==> config.mk <==
export PLATFORM = sky130hd
export DESIGN_NAME = telemetry_sentence_field_parser_unit
export DESIGN_NICKNAME = d
export VERILOG_FILES = /design/src/hw/rtl/tsfp_pkg.sv /design/src/hw/rtl/telemetry_sentence_field_parser_unit.sv /design/src/hw/rtl/tsfp_parser.sv /design/src/hw/rtl/tsfp_result_queue.sv
export SDC_FILE = /design/constraint.sdc
export NUM_CORES = 1
export LEC_CHECK = 0
export BUFFER_PORTS_ARGS = -buffer_cell sky130_fd_sc_hd__clkbuf_2
export CAP_MARGIN = 5
export CORE_MARGIN = 2
export CORE_UTILIZATION = 28
export CTS_BUF_LIST = sky130_fd_sc_hd__clkbuf_8 sky130_fd_sc_hd__clkbuf_16
export CTS_CLUSTER_DIAMETER = 120
export CTS_CLUSTER_SIZE = 40
export DETAILED_ROUTE_END_ITERATION = 7
export PLACE_DENSITY = 0.46
export SKIP_CTS_REPAIR_TIMING = 1
export SYNTH_ARGS = -nofsm -noshare
export SYNTH_HDL_FRONTEND = slang
export SYNTH_HIERARCHICAL = 1
export SYNTH_SLANG_ARGS = --single-unit
==> constraint.sdc <==
create_clock -name i_clk -period 7.9 [get_ports i_clk]
set_clock_uncertainty 0.15 [all_clocks]
set_input_delay 1.58 -clock i_clk [delete_from_list [all_inputs] [get_ports i_clk]]
set_output_delay 1.58 -clock i_clk [all_outputs]
set_load 0.01 [all_outputs]
==> src/hw/rtl/tsfp_pkg.sv <==
`default_nettype none

package tsfp_pkg;

    // Result kinds
    localparam logic [1:0] KIND_FIELD   = 2'd0;
    localparam logic [1:0] KIND_PAYLOAD = 2'd1;
    localparam logic [1:0] KIND_END     = 2'd2;

    // Message types, in header priority order
    localparam logic [1:0] MSG_GPS = 2'd0;
    localparam logic [1:0] MSG_IMU = 2'd1;
    localparam logic [1:0] MSG_VIS = 2'd2;
    localparam logic [1:0] MSG_CMD = 2'd3;

    localparam int unsigned HDR_LEN = 4;

    // Result queue
    localparam int unsigned QUEUE_DEPTH = 4;
    localparam int unsigned QCNT_W      = $clog2(QUEUE_DEPTH + 1);

    // Characters
    localparam logic [7:0] CH_LF    = 8'h0A;
    localparam logic [7:0] CH_CR    = 8'h0D;
    localparam logic [7:0] CH_NUL   = 8'h00;
    localparam logic [7:0] CH_COMMA = 8'h2C;
    localparam logic [7:0] CH_PLUS  = 8'h2B;
    localparam logic [7:0] CH_MINUS = 8'h2D;
    localparam logic [7:0] CH_SPACE = 8'h20;
    localparam logic [7:0] CH_TAB   = 8'h09;
    localparam logic [7:0] CH_VT    = 8'h0B;
    localparam logic [7:0] CH_FF    = 8'h0C;
    localparam logic [7:0] CH_ZERO  = 8'h30;
    localparam logic [7:0] CH_NINE  = 8'h39;
    localparam logic [7:0] CH_DOLLAR = 8'h24;

    typedef enum logic [1:0] {
        PH_SPACE  = 2'd0,
        PH_DIGITS = 2'd1,
        PH_DONE   = 2'd2
    } t_phase;

    typedef struct packed {
        logic [1:0]         kind;
        logic [1:0]         msg_type;
        logic [4:0]         field_index;
        logic signed [31:0] value;
        logic               last;
    } t_result;

    // Up to two results from one byte; res0 goes out first
    typedef struct packed {
        logic [1:0] cnt;
        t_result    res0;
        t_result    res1;
    } t_emit;

    // Header text "$GPS", "$IMU", "$VIS", "$CMD"
    function automatic logic [7:0] hdr_char(input logic [1:0] t, input logic [1:0] p);
        logic [7:0] c;
        unique case ({t, p})
            {MSG_GPS, 2'd1}: c = 8'h47;
            {MSG_GPS, 2'd2}: c = 8'h50;
            {MSG_GPS, 2'd3}: c = 8'h53;
            {MSG_IMU, 2'd1}: c = 8'h49;
            {MSG_IMU, 2'd2}: c = 8'h4D;
            {MSG_IMU, 2'd3}: c = 8'h55;
            {MSG_VIS, 2'd1}: c = 8'h56;
            {MSG_VIS, 2'd2}: c = 8'h49;
            {MSG_VIS, 2'd3}: c = 8'h53;
            {MSG_CMD, 2'd1}: c = 8'h43;
            {MSG_CMD, 2'd2}: c = 8'h4D;
            {MSG_CMD, 2'd3}: c = 8'h44;
            default:         c = CH_DOLLAR;
        endcase
        return c;
    endfunction

    // Number of numeric fields emitted per type (command type handled apart)
    function automatic logic [3:0] field_limit(input logic [1:0] t);
        logic [3:0] lim;
        unique case (t)
            MSG_GPS: lim = 4'd7;
            MSG_IMU: lim = 4'd9;
            MSG_VIS: lim = 4'd6;
            MSG_CMD: lim = 4'd0;
        endcase
        return lim;
    endfunction

endpackage

`default_nettype wire

==> src/hw/rtl/telemetry_sentence_field_parser_unit.sv <==
// Path: each byte is held in the input register, parsed combinationally, and its
//   results are written into the result queue, whose head drives the output ports.
// Throughput: one byte per cycle while the result queue has room for two results; a byte
//   that closes a line with an open field gives two results, which leave in order through a 4-entry result queue.
// Reset: i_rst_n synchronous, active low; clears the line state, the input stage and
//   the queue count. No clearing pass is needed.
`default_nettype none

module telemetry_sentence_field_parser_unit #(
    parameter int unsigned LINE_STORE_BYTES = 256,
    parameter int unsigned PAYLOAD_MAX      = 31
) (
    input  wire logic               i_clk,
    input  wire logic               i_rst_n,
    // byte input channel
    input  wire logic               i_rx_valid,
    output logic                    o_rx_ready,
    input  wire logic [7:0]         i_rx_byte,
    // result channel
    output logic                    o_res_valid,
    input  wire logic               i_res_ready,
    output logic [1:0]              o_kind,
    output logic [1:0]              o_msg_type,
    output logic [4:0]              o_field_index,
    output logic signed [31:0]      o_value,
    output logic                    o_last
);
    import tsfp_pkg::*;

    // Input register: one byte waits here until the queue can take two results.
    logic       r_in_valid;
    logic [7:0] r_in_byte;
    logic       room;
    logic       advance;

    t_emit   emit;
    t_emit   emit_q;
    t_result head;

    // The parser runs only on an advancing item; otherwise it holds state.
    assign advance    = r_in_valid && room;
    // Ready does not wait on the result side directly: the queue keeps two slots
    // spare, so a fresh byte enters whenever the held one moves on.
    assign o_rx_ready = !r_in_valid || room;

    always_ff @(posedge i_clk) begin
        if (!i_rst_n) begin
            r_in_valid <= 1'b0;
        end else if (o_rx_ready) begin
            r_in_valid <= i_rx_valid;
        end
    end

    always_ff @(posedge i_clk) begin
        if (o_rx_ready && i_rx_valid) begin
            r_in_byte <= i_rx_byte;
        end
    end

    // Line state, header match, number conversion and result building.
    tsfp_parser #(
        .LINE_STORE_BYTES (LINE_STORE_BYTES),
        .PAYLOAD_MAX      (PAYLOAD_MAX)
    ) u_parser (
        .i_clk   (i_clk),
        .i_rst_n (i_rst_n),
        .i_fire  (advance),
        .i_byte  (r_in_byte),
        .o_emit  (emit)
    );

    // Nothing is pushed unless the item actually advances.
    always_comb begin
        emit_q = emit;
        if (!advance) emit_q.cnt = 2'd0;
    end

    // Result register stage: small in-order queue, head drives the ports.
    tsfp_result_queue u_queue (
        .i_clk   (i_clk),
        .i_rst_n (i_rst_n),
        .i_emit  (emit_q),
        .i_pop   (i_res_ready),
        .o_head  (head),
        .o_valid (o_res_valid),
        .o_room  (room)
    );

    assign o_kind        = head.kind;
    assign o_msg_type    = head.msg_type;
    assign o_field_index = head.field_index;
    assign o_value       = head.value;
    assign o_last        = head.last;

endmodule

`default_nettype wire

==> src/hw/rtl/tsfp_parser.sv <==
`default_nettype none

module tsfp_parser #(
    parameter int unsigned LINE_STORE_BYTES = 256,
    parameter int unsigned PAYLOAD_MAX      = 31
) (
    input  wire logic             i_clk,
    input  wire logic             i_rst_n,
    input  wire logic             i_fire,
    input  wire logic [7:0]       i_byte,
    output tsfp_pkg::t_emit       o_emit
);
    import tsfp_pkg::*;

    localparam int unsigned LW = $clog2(LINE_STORE_BYTES);
    localparam int unsigned PW = $clog2(PAYLOAD_MAX + 1);
    localparam logic [LW-1:0] LEN_CAP = LW'(LINE_STORE_BYTES - 1);
    localparam logic [PW-1:0] PAY_CAP = PW'(PAYLOAD_MAX);

    logic [LW-1:0] r_line_len, n_line_len;
    logic [3:0]    r_cand,     n_cand;
    logic          r_pfc,      n_pfc;
    logic          r_psc,      n_psc;
    logic [3:0]    r_field,    n_field;
    t_phase        r_phase,    n_phase;
    logic          r_neg,      n_neg;
    logic [31:0]   r_acc,      n_acc;
    logic [PW-1:0] r_pay_cnt,  n_pay_cnt;
    logic          r_text_end, n_text_end;

    logic [1:0]  known;
    logic [31:0] typed;
    logic [31:0] pay32;
    logic        is_eol, is_comma, is_digit, is_space;
    logic [3:0]  digit;
    logic        do_feed, do_start;
    t_result     fld_res, end_res;
    t_emit       emit;

    function automatic logic [1:0] known_type(input logic [3:0] c);
        logic [1:0] t;
        priority if (c[0]) t = MSG_GPS;
        else if (c[1])     t = MSG_IMU;
        else if (c[2])     t = MSG_VIS;
        else if (c[3])     t = MSG_CMD;
        else               t = MSG_GPS;
        return t;
    endfunction

    // Signed value wrapped to 32 bits, then cut to the field's type
    function automatic logic [31:0] typed_val(input logic [1:0] t, input logic [3:0] idx,
                                              input logic neg, input logic [31:0] acc);
        logic [31:0] v;
        logic [31:0] r;
        v = neg ? (32'd0 - acc) : acc;
        unique case (t)
            MSG_GPS: begin
                if (idx <= 4'd2)      r = v;
                else if (idx <= 4'd4) r = {16'd0, v[15:0]};
                else                  r = {24'd0, v[7:0]};
            end
            MSG_IMU: r = {{16{v[15]}}, v[15:0]};
            MSG_VIS: begin
                if (idx <= 4'd3) r = {16'd0, v[15:0]};
                else             r = {24'd0, v[7:0]};
            end
            MSG_CMD: r = {24'd0, v[7:0]};
        endcase
        return r;
    endfunction

    always_comb begin
        known    = known_type(r_cand);
        typed    = typed_val(known, r_field, r_neg, r_acc);
        pay32    = 32'(r_pay_cnt);
        is_eol   = (i_byte == CH_LF) || (i_byte == CH_CR);
        is_comma = (i_byte == CH_COMMA);
        is_digit = (i_byte >= CH_ZERO) && (i_byte <= CH_NINE);
        is_space = (i_byte == CH_SPACE) || (i_byte == CH_TAB) ||
                   (i_byte == CH_VT) || (i_byte == CH_FF);
        digit    = 4'(i_byte - CH_ZERO);

        fld_res.kind        = KIND_FIELD;
        fld_res.msg_type    = known;
        fld_res.field_index = (known == MSG_CMD) ? 5'd0 : {1'b0, r_field};
        fld_res.value       = typed;
        fld_res.last        = 1'b0;

        end_res.kind        = KIND_END;
        end_res.msg_type    = known;
        end_res.field_index = 5'd0;
        end_res.value       = (known == MSG_CMD) ? pay32 : 32'd0;
        end_res.last        = 1'b1;
    end

    always_comb begin
        n_line_len = r_line_len;
        n_cand     = r_cand;
        n_pfc      = r_pfc;
        n_psc      = r_psc;
        n_field    = r_field;
        n_phase    = r_phase;
        n_neg      = r_neg;
        n_acc      = r_acc;
        n_pay_cnt  = r_pay_cnt;
        n_text_end = r_text_end;
        emit       = '0;
        do_feed    = 1'b0;
        do_start   = 1'b0;

        if (i_fire) begin
            if (is_eol) begin
                if (r_line_len != '0) begin
                    if ((r_line_len >= LW'(HDR_LEN)) && (r_cand != 4'd0)) begin
                        // field still open at end of line closes here
                        if ((known == MSG_CMD) ? (r_pfc && !r_psc)
                                               : (r_pfc && (r_field < field_limit(known)))) begin
                            emit.cnt  = 2'd2;
                            emit.res0 = fld_res;
                            emit.res1 = end_res;
                        end else begin
                            emit.cnt  = 2'd1;
                            emit.res0 = end_res;
                        end
                    end
                    n_line_len = '0;
                    n_cand     = 4'hF;
                    n_pfc      = 1'b0;
                    n_psc      = 1'b0;
                    n_field    = 4'd0;
                    n_pay_cnt  = '0;
                    n_text_end = 1'b0;
                    do_start   = 1'b1;
                end
            end else if (r_line_len < LEN_CAP) begin
                n_line_len = r_line_len + LW'(1);
                if (r_text_end) begin
                    // text already ended by a zero byte
                end else if (i_byte == CH_NUL) begin
                    n_text_end = 1'b1;
                    if (r_line_len < LW'(HDR_LEN)) n_cand = 4'd0;
                end else if (r_line_len < LW'(HDR_LEN)) begin
                    for (int t = 0; t < 4; t++) begin
                        if (hdr_char(2'(t), r_line_len[1:0]) != i_byte) n_cand[t] = 1'b0;
                    end
                end else if (r_cand != 4'd0) begin
                    if (!r_pfc) begin
                        if (is_comma) begin
                            n_pfc    = 1'b1;
                            n_field  = 4'd0;
                            do_start = 1'b1;
                        end
                    end else if (known == MSG_CMD) begin
                        if (!r_psc) begin
                            if (is_comma) begin
                                emit.cnt       = 2'd1;
                                emit.res0      = fld_res;
                                emit.res0.last = 1'b1;
                                n_psc          = 1'b1;
                                n_pay_cnt      = '0;
                            end else begin
                                do_feed = 1'b1;
                            end
                        end else if (r_pay_cnt < PAY_CAP) begin
                            emit.cnt              = 2'd1;
                            emit.res0.kind        = KIND_PAYLOAD;
                            emit.res0.msg_type    = known;
                            emit.res0.field_index = pay32[4:0];
                            emit.res0.value       = {24'd0, i_byte};
                            emit.res0.last        = 1'b1;
                            n_pay_cnt             = r_pay_cnt + PW'(1);
                        end
                    end else if (r_field < field_limit(known)) begin
                        if (is_comma) begin
                            emit.cnt       = 2'd1;
                            emit.res0      = fld_res;
                            emit.res0.last = 1'b1;
                            n_field        = r_field + 4'd1;
                            do_start       = 1'b1;
                        end else begin
                            do_feed = 1'b1;
                        end
                    end
                end
            end
        end

        if (do_start) begin
            n_phase = PH_SPACE;
            n_neg   = 1'b0;
            n_acc   = 32'd0;
        end else if (do_feed) begin
            unique case (r_phase)
                PH_SPACE: begin
                    if (is_space) begin
                        // skip leading blanks
                    end else if (i_byte == CH_PLUS) begin
                        n_phase = PH_DIGITS;
                    end else if (i_byte == CH_MINUS) begin
                        n_neg   = 1'b1;
                        n_phase = PH_DIGITS;
                    end else if (is_digit) begin
                        n_acc   = 32'(digit);
                        n_phase = PH_DIGITS;
                    end else begin
                        n_phase = PH_DONE;
                    end
                end
                PH_DIGITS: begin
                    if (is_digit) n_acc = (r_acc << 3) + (r_acc << 1) + 32'(digit);
                    else          n_phase = PH_DONE;
                end
                PH_DONE: begin
                end
                default: begin
                end
            endcase
        end
    end

    assign o_emit = emit;

    always_ff @(posedge i_clk) begin
        if (!i_rst_n) begin
            r_line_len <= '0;
            r_cand     <= 4'hF;
            r_pfc      <= 1'b0;
            r_psc      <= 1'b0;
            r_field    <= 4'd0;
            r_phase    <= PH_SPACE;
            r_neg      <= 1'b0;
            r_acc      <= 32'd0;
            r_pay_cnt  <= '0;
            r_text_end <= 1'b0;
        end else begin
            r_line_len <= n_line_len;
            r_cand     <= n_cand;
            r_pfc      <= n_pfc;
            r_psc      <= n_psc;
            r_field    <= n_field;
            r_phase    <= n_phase;
            r_neg      <= n_neg;
            r_acc      <= n_acc;
            r_pay_cnt  <= n_pay_cnt;
            r_text_end <= n_text_end;
        end
    end

endmodule

`default_nettype wire

==> src/hw/rtl/tsfp_result_queue.sv <==
`default_nettype none

module tsfp_result_queue (
    input  wire logic             i_clk,
    input  wire logic             i_rst_n,
    input  tsfp_pkg::t_emit       i_emit,
    input  wire logic             i_pop,
    output tsfp_pkg::t_result     o_head,
    output logic                  o_valid,
    output logic                  o_room
);
    import tsfp_pkg::*;

    t_result           r_q [QUEUE_DEPTH];
    t_result           n_q [QUEUE_DEPTH];
    logic [QCNT_W-1:0] r_cnt, n_cnt, cnt_ap;
    logic              pop;

    // Shift queue: head is entry 0, new items land right after the survivors
    always_comb begin
        pop    = i_pop && (r_cnt != '0);
        cnt_ap = r_cnt - QCNT_W'(pop);
        for (int i = 0; i < QUEUE_DEPTH; i++) begin
            if (pop && (i < QUEUE_DEPTH - 1)) n_q[i] = r_q[(i + 1) % QUEUE_DEPTH];
            else                              n_q[i] = r_q[i];
            if ((i_emit.cnt != 2'd0) && (QCNT_W'(i) == cnt_ap)) n_q[i] = i_emit.res0;
            if ((i_emit.cnt == 2'd2) && (QCNT_W'(i) == cnt_ap + QCNT_W'(1)))
                n_q[i] = i_emit.res1;
        end
        n_cnt = cnt_ap + QCNT_W'(i_emit.cnt);
    end

    always_ff @(posedge i_clk) begin
        for (int i = 0; i < QUEUE_DEPTH; i++) r_q[i] <= n_q[i];
    end

    always_ff @(posedge i_clk) begin
        if (!i_rst_n) begin
            r_cnt <= '0;
        end else begin
            r_cnt <= n_cnt;
        end
    end

    assign o_head  = r_q[0];
    assign o_valid = (r_cnt != '0);
    assign o_room  = (r_cnt <= QCNT_W'(QUEUE_DEPTH - 2));

endmodule

`default_nettype wire
After elaboration in Yosys (flattened, before gate mapping). Memories as Yosys holds them, arrays and structs flattened. Cells that the tools add are included. Widths: inputs -> output; s select.

Add/subtract/negate cells: 10. $mul: 0. Div/mod/pow operators: 0. Order comparisons: 12. Equality and inequality tests: 40. Shifts and indexed selects: 0. Muxes and demuxes: 180. Bitwise logic cells: 3. Reductions and logical operators: 56.

Operator list (count): $mux 42 (13); $mux 44 (11); $mux 86 (3); $mux 32 (7); $mux 8 (27); $mux 4 (33); $pmux 32 s4 (1); $mux 43 (2); $pmux 7 s3 (4); $mux 5 (13); $pmux 32 s2 (1); $mux 1 (50); $eq 8x4->1 const B (5); $add 32x32->32 (1); $add 32x4->32 (1); $eq 8x6->1 const B (4); $mux 16 (2); $ne 8x8->1 (4); $sub 1x32->32 const A (1); $reduce_and 6->1 (4); $mux 2 (10); $reduce_bool 3->1 (6); $pmux 4 s4 (1); $reduce_bool 2->1 (8); 43 further kinds (89).

Register bits: 71. Bits in latches: 0. RAM bits: 168. Memory bits (read-only): 0. Input bits: 12. Logic and storage cells: 318. Memories: 1.

Memories: u_queue.r_q (depth 4, width 42, rd ports 4, clocked after memory_dff 0, wr ports 4, line tsfp_result_queue.sv:14) `t_result r_q [QUEUE_DEPTH];`.

Longest topological paths before layout. Gate-level depths: netlist of run 1.

Depth in word-level cells: 31. Depth in mapped cells: 21. Mapped depth without buffers: 15.

Modules after synthesis. The synthesis of run 1 kept the hierarchy.

Modules (own cells, without submodules): tsfp_result_queue (times used 1, cells an instance 889, area each 9840.7 um^2); tsfp_parser (times used 1, cells an instance 877, area each 6537.5 um^2); telemetry_sentence_field_parser_unit (times used 1, cells an instance 16, area each 320.3 um^2).

Least setup slack after synthesis of run 1. Ideal clock, no wire load.

Path type: register -> register. Start point: register, netlist name u_parser/r_cand[2]. End point: memory u_queue/r_q[0][0] (netlist bit) (enable). Setup time: 507 ps. Arrival time: 6309 ps. Slack: 935 ps. Cell stages (with the launch flop): 17. Clock period less this slack: 6965 ps. Path through: dfxtp_1 -> buf_2 -> nor2b_1 -> o21bai_1 -> inv_1 -> ha_1 -> a21o_1 -> a2111oi_0 -> o211ai_1 -> inv_1 -> buf_4 -> and3_2 -> buf_2 -> o21ai_1 -> buf_2 -> clkbuf_1 -> o311ai_1.

RTL lines (line): end, declared (tsfp_result_queue.sv:14).

==> flow_summary_export.csv, run 1 <==
group,metric,value,unit
status,outcome,"finished, final reports clean",
logic_synthesis,synth_cells,1782,
worst_setup_path,cp.arrival,5990,ps
logic_synthesis,synth_area,16700,um2
logic_synthesis,netlist.area_leader.share,31.6,%
logic_synthesis,yosysTopAreaCell,"edfxtp_1",
worst_setup_path,worst-path-buf-inv,4,
job,drv_cap,0,
global_routing,grtUsageTotal,16.5,%
power_and_ir_drop,power.leakage,0.00606,uW
logic_synthesis,yosysSeqAreaShare,39.2,%
worst_setup_path,crit_top_cell,"buf_4",
clock_network,h-tree-depth,1,
floorplan,io_pins,56,
global_routing,grt_pass1_wl,81500,um
global_routing,grt_pass1_vias,13700,
cells_and_area,design_area,17800,um2
timing,setup_violations,0,
timing,rsz0062_at_grt,"false",
timing,min_period,5990,ps
logic_synthesis,synth_common_cells,"edfxtp_1 (176), nand4_1 (140), o31ai_1 (136)",
placement,gp_congestion,0.850,
logic_synthesis,synth_area_per_cell,9.37,um2
cells_and_area,drive_gt1_share,10.9,%
timing,hold_viol_final,0,
cells_and_area,stdcell_count,2482,
logic_synthesis,synth_top_flop_cell,"edfxtp_1",
worst_setup_path,cpPeakStageDelay,670,ps
placement,numPortBuffers,55,
clock_network,numCtsBuffers,13,
clock_network,cts_root_buf,"clkbuf_16",
global_routing,grt_max_degree,138,
clock_network,clock_sinks,239,
route,drt_iter0_markers,1298,
global_routing,grt_remaining_overflow,0,
timing,fin_crit_sh,75.8,%
logic_synthesis,synth_area_leaders,"edfxtp_1 (32%), dfxtp_1 (7.6%), o31ai_1 (6.1%), ha_1 (5.5%), nand4_1 (5.2%)",
route,avgRoutedWirePerCell,21.0,um
timing,setup_tns,0,ps
route,vias,14200,
worst_setup_path,path_max_fanout,43,
logic_synthesis,yosysWarnings,6,
floorplan,die_x,248,um
worst_setup_path,timing.critical_path.max_delay_family,"compound AO/OA/AOI/OAI gates",
power_and_ir_drop,power_per_cell_area,259,nW/um2
logic_synthesis,synth-edff-count,176,
logic_synthesis,ys_types,87,
timing,relSlewSlack,21.5,%
cells_and_area,diodes,0,
worst_setup_path,critPathKind,"flip-flop to flip-flop",
timing,whs,341,ps
route,routed_wl,52100,um
clock_network,cts.reportedPaths.clkPinSlew,120,ps
route,viasPerCell,5.71,
cells_and_area,syn_to_final_growth,6.41,%
floorplan,coreArea,59000,um2
floorplan,start_util,28.3,%
power_and_ir_drop,peakVddDrop,0.425,mV
timing,timing.fmax,0.167,GHz
clock_network,clock_path_buffers,3,
worst_setup_path,setup.worst_path.end_class,"flip-flop",
route,dr.pass1.iters,5,
worst_setup_path,start_kind,"flip-flop",
min_path,hold_path.class,"flip-flop to flip-flop",
worst_setup_path,slowest_stage,"a2111oi_0",
worst_setup_path,required,7900,ps
worst_setup_path,crit_chain,"nor2b_1 -> o21bai_1 -> inv_1 -> ha_1 -> a21o_1 -> a2111oi_0 -> o21ai_0 -> and2_1 -> a31o_2 -> and3_2 -> nand3b_1 -> buf_4 -> or3_1 -> buf_4 -> o311ai_4 -> buf_4",
clock_network,cts_tree,"yes",
placement,place_area,17400,um2
timing,drv_slew,0,
clock_network,insertion_delay,510,ps
floorplan,rows,89,
floorplan,fp.dieH,248,um
route,antenna_left,0,
placement,dp_hpwl,32300,um
floorplan,dieArea,61600,um2
logic_synthesis,post-synth-top-count-cell,"edfxtp_1",
logic_synthesis,yosys_register_bits,239,
timing,worstMarginPinSlew,1180,ps
placement,placed_cells,2460,
cells_and_area,final_nets,1791,
logic_synthesis,async_reset_ff_share,0,%
global_routing,antenna_found_initial,0,
route,drcViolationCount,0,
through the flow:
stage | total power [uW] | setup slack [ps] | utilization [%]
after floorplan | 3180 | 935 | -
after global placement | 3780 | 2030 | 29.4
after detailed placement | 3800 | 1970 | 29.4
after CTS | 4610 | 1940 | 30.1
after global routing | 4830 | 1570 | 30.1
final | 4600 | 1910 | 30.1
layer usage:
| layer | part of all wire [%] | global-route usage [%] | wire [um] | up-vias |
|---|---|---|---|---|
| met3 | 4.9 | 1.58 | 2550 | 66 |
| met5 | 0 | 0 | 0 | - |
| met2 | 46 | 26.8 | 24000 | 451 |
| li1 | - | - | - | 6744 |
| met1 | 47 | 23.3 | 24400 | 6909 |
| met4 | 2.2 | 4.69 | 1130 | 0 |
tightest hold or removal path: cells and delay by family (launching register included):
family / cells / cell delay [ps]
and+or+nand+nor: 1 / 70
AOI/OAI and AO/OA: 1 / 50
DFF: 1 / 350
logic make-up after synthesis:
kind of cell	Yosys count	share of synthesized area (%)
and+or+nand+nor	596	19.2
AOI/OAI and AO/OA	516	20.9
DFF	239	39.2
buffers and inverters	234	6.87
adders and majority gates	77	5.90
xor gates and xnor gates	73	3.92
muxes	46	3.97
other	1	0.0225
state kept, by name, indices dropped and copies added (netlist names):
register and count:
u_parser/r_cand 4, u_parser/r_field 4, u_parser/r_neg 1, r_in_valid 1, u_parser/r_pay_cnt 5, u_parser/r_psc 1
u_parser/r_phase 2, u_queue/r_q 168, u_parser/r_text_end 1, u_parser/r_pfc 1, u_parser/r_acc 32, r_in_byte 8
u_queue/r_cnt 3, u_parser/r_line_len 8
power by group:
group	leakage, uW	switching (uW)	total (uW)	internal [uW]
sequential	0.00205	84.3	1750	1670
clock	0.000203	478	806	328
combinational	0.00381	1700	2040	345
total	0.00606	2260	4600	2340
layout by cell type, fill, tap and decap left out, types with 6 or more instances in the layout:
master     synthesis  routed
mux2_4            40      40
o22ai_1            6       6
clkbuf_2           0      55
dfxtp_1           63      63
a22oi_1           20      20
a21oi_1           69      69
buf_4             36      29
nand2b_1          11      11
xnor2_1           35      35
nor3_1           100     100
o31ai_1          136     136
nand4_1          140     140
edfxtp_1         176     176
a211oi_1           9       8
nand3_1           24      23
or3_1             11      10
and2_1            13      13
o21ai_0           50      50
nor2_1           116     116
nor4_1            49      49
nand3b_1           8       8
nand2_1           75      75
conb_1             1      33
and3_1             6       6
ha_1              74      73
a31oi_1          134     134
o211ai_1           6       6
o21a_1             9       8
clkbuf_16          0      13
a21o_1            17      17
o21bai_1          10       9
xor2_1            36      36
inv_1             22      21
nor2b_1            9       9
o41ai_1            8       8
final cells by class:
| cell class | instances | area (um2) |
|---|---|---|
| Clock buffer | 13 | 325 |
| Inverter | 22 | 85.1 |
| Tap cell | 773 | 967 |
| Fill cell | 6155 | 41200 |
| Timing Repair Buffer | 85 | 513 |
| Clock inverter | 9 | 90.1 |
| Sequential cell | 239 | 6550 |
| Multi-Input combinational cell | 1341 | 9240 |
worst paths after layout:
| kind | slack [ps] | depth (start not counted) | end | start |
|---|---|---|---|---|
| max reg2reg | 1910 | 16 | u_queue/r_q[1][11] | u_parser/r_cand[2] |
| min reg2reg | 340 | 2 | u_parser/r_neg | u_parser/r_neg |
| max | 1910 | 16 | u_queue/r_q[1][11] | u_parser/r_cand[2] |
| min | 340 | 2 | u_parser/r_neg | u_parser/r_neg |
Power figures use the tool's default switching activity.
==> run 2: changes to the inputs <==
- PLACE_DENSITY: 0.46 -> 0.48
- clock period: 7.9 -> 5.45 ns (I/O delays scaled with it)
==> run 2 against run 1 <==
Net effect:
- worst setup slack worse by 1500 ps
- hold slack better by 24 ps
- largest cell class unchanged
- power rose by 48%
- highest routed layer unchanged
- first-iteration DRC count increased by 14%
- clock power increased by 50%
- sequential share of layout area shrank 0.38 points
==> flow_summary_export.csv, run 2 (synthesized netlist as in run 1, its figures left out) <==
group,metric,value,unit
status,outcome,"finished, final reports clean",
min_path,whs_path_depth,2,
worst_setup_path,path_max_fanout,26,
cells_and_area,drive_gt1_share,11.4,%
floorplan,fp.dieH,248,um
floorplan,start_util,28.3,%
route,routed_wl,52400,um
route,vias,14300,
timing,worstMarginPinSlew,1200,ps
clock_network,h-tree-depth,1,
timing,relSlewSlack,19.5,%
worst_setup_path,worstRegToRegCells,12,
floorplan,coreArea,59000,um2
route,drcViolationCount,0,
timing,timing.fmax,0.200,GHz
route,viasPerCell,5.73,
worst_setup_path,required,5520,ps
placement,place_ws,476,ps
route,dr.pass1.iters,5,
power_and_ir_drop,power_per_cell_area,379,nW/um2
cells_and_area,final_nets,1803,
worst_setup_path,crit_chain,"nor2b_1 -> o21bai_1 -> inv_1 -> ha_1 -> a21o_1 -> a2111oi_0 -> o211ai_1 -> inv_1 -> and3_2 -> o21ai_4 -> o311ai_4 -> buf_12",
clock_network,clock_sinks,239,
global_routing,antenna_found_initial,0,
floorplan,die_x,248,um
route,drt_iter0_markers,1477,
timing,hold_viol_final,0,
timing,setup_violations,0,
worst_setup_path,r2r_slack,460,ps
global_routing,grt_pass1_vias,13700,
job,drv_cap,0,
power_and_ir_drop,power.leakage,0.00617,uW
min_path,hold_path.class,"flip-flop to flip-flop",
placement,gp_congestion,0.842,
clock_network,clock_path_buffers,3,
global_routing,grt_pass1_wl,82200,um
cells_and_area,multiInputGateArea,9240,um2
cells_and_area,diodes,0,
timing,rsz0062_at_grt,"false",
worst_setup_path,slowest_stage,"o311ai_4",
cells_and_area,most-common-layout-cells,"edfxtp_1 (176), nand4_1 (140), o31ai_1 (136)",
worst_setup_path,reg2reg_from,"u_parser/r_cand[2]",
cells_and_area,largest_reg_flops,168,
floorplan,rows,89,
global_routing,grt_remaining_overflow,0,
timing,worst_slack,457,ps
route,antenna_left,0,
worst_setup_path,crit_top_cell,"inv_1",
min_path,hp-start,"u_parser/r_acc[31]",
timing,drv_slew,0,
worst_setup_path,cp.arrival,5060,ps
floorplan,dieArea,61600,um2
clock_network,numCtsBuffers,13,
min_path,min_to,"u_parser/r_acc[31]",
placement,dp_hpwl,33200,um
worst_setup_path,critPathKind,"flip-flop to flip-flop",
cells_and_area,fill_cells,6202,
timing,whs,365,ps
global_routing,grtUsageTotal,16.7,%
clock_network,cts_root_buf,"clkbuf_16",
worst_setup_path,r2r_end,"u_queue/r_q[1][23]",
timing,min_period,4990,ps
worst_setup_path,setup.worst_path.end_class,"flip-flop",
cells_and_area,layout_commonest_cell,"edfxtp_1",
power_and_ir_drop,peakVddDrop,0.506,mV
route,avgRoutedWirePerCell,21.0,um
floorplan,io_pins,56,
worst_setup_path,start_kind,"flip-flop",
clock_network,cts_tree,"yes",
clock_network,insertion_delay,530,ps
cells_and_area,syn_to_final_growth,7.52,%
cells_and_area,top_regs,"u_queue/r_q: 168 flops, u_parser/r_acc: 32 flops",
cells_and_area,largest_register,"u_queue/r_q",
placement,numPortBuffers,55,
global_routing,grt_max_degree,124,
clock_network,cts.reportedPaths.clkPinSlew,120,ps
timing,fin_crit_sh,91.6,%
cells_and_area,seq_area,6550,um2
worst_setup_path,cpPeakStageDelay,970,ps
==> run 2: report_power, final <==
group	internal, uW	switching [uW]	leakage, uW
clock network	488	722	0.000221
logic	557	2480	0.00390
registers	2420	137	0.00205
total	3460	3340	0.00617
==> run 2: worst max-delay path by stage <==
stage,depth (start not counted),endpoint,slack (ps),startpoint
floorplan,16,u_queue/r_q[0][0],-120,u_parser/r_cand[2]
CTS,12,u_queue/r_q[1][38],460,u_parser/r_cand[2]
detailed placement,12,u_queue/r_q[1][2],480,u_parser/r_cand[2]
global placement,14,u_queue/r_q[3][0],690,u_parser/r_cand[2]
global route,12,u_queue/r_q[1][38],50,u_parser/r_cand[2]
finish,12,u_queue/r_q[1][23],460,u_parser/r_cand[2]
==> run 2: layout make-up <==
class                   count  area share [%]
repair buffers             97            3.78
clock inverters             9           0.613
clock buffers              13            1.81
well taps                 773            5.39
flip-flops and latches    239            36.5
inverters                  22           0.474
multi-input cells        1341            51.5
==> run 2: critical path, delay by kind of cell, from the launching register on <==
family          cells  cell delay (ps)
compound gates      6             2530
fa+ha+maj           1              290
flops               1              490
simple gates        2              490
buf+inv             3              720
==> run 2: layer usage <==
layer | GRT usage (%) | routed length, um | share of wire [%] | up-vias
li1 | - | - | - | 6773
met1 | 23.7 | 24200 | 46 | 6927
met2 | 27.0 | 24100 | 46 | 532
met3 | 1.90 | 3020 | 5.8 | 69
met4 | 3.89 | 1060 | 2.0 | 0
met5 | 0 | 0 | 0 | -
==> run 2: metrics by stage <==
step	area (um2)	setup TNS [ps]	power (uW)	util, %	cells
2_1_floorplan	16800	-9740	4600	-	1814
3_5_place_dp	17500	0	5580	29.7	2472
5_1_grt	18000	0	7120	30.4	2494
4_1_cts	18000	0	6780	30.4	2494
6_report	18000	0	6800	30.4	2494
3_3_place_gp	17500	0	5560	29.7	2472
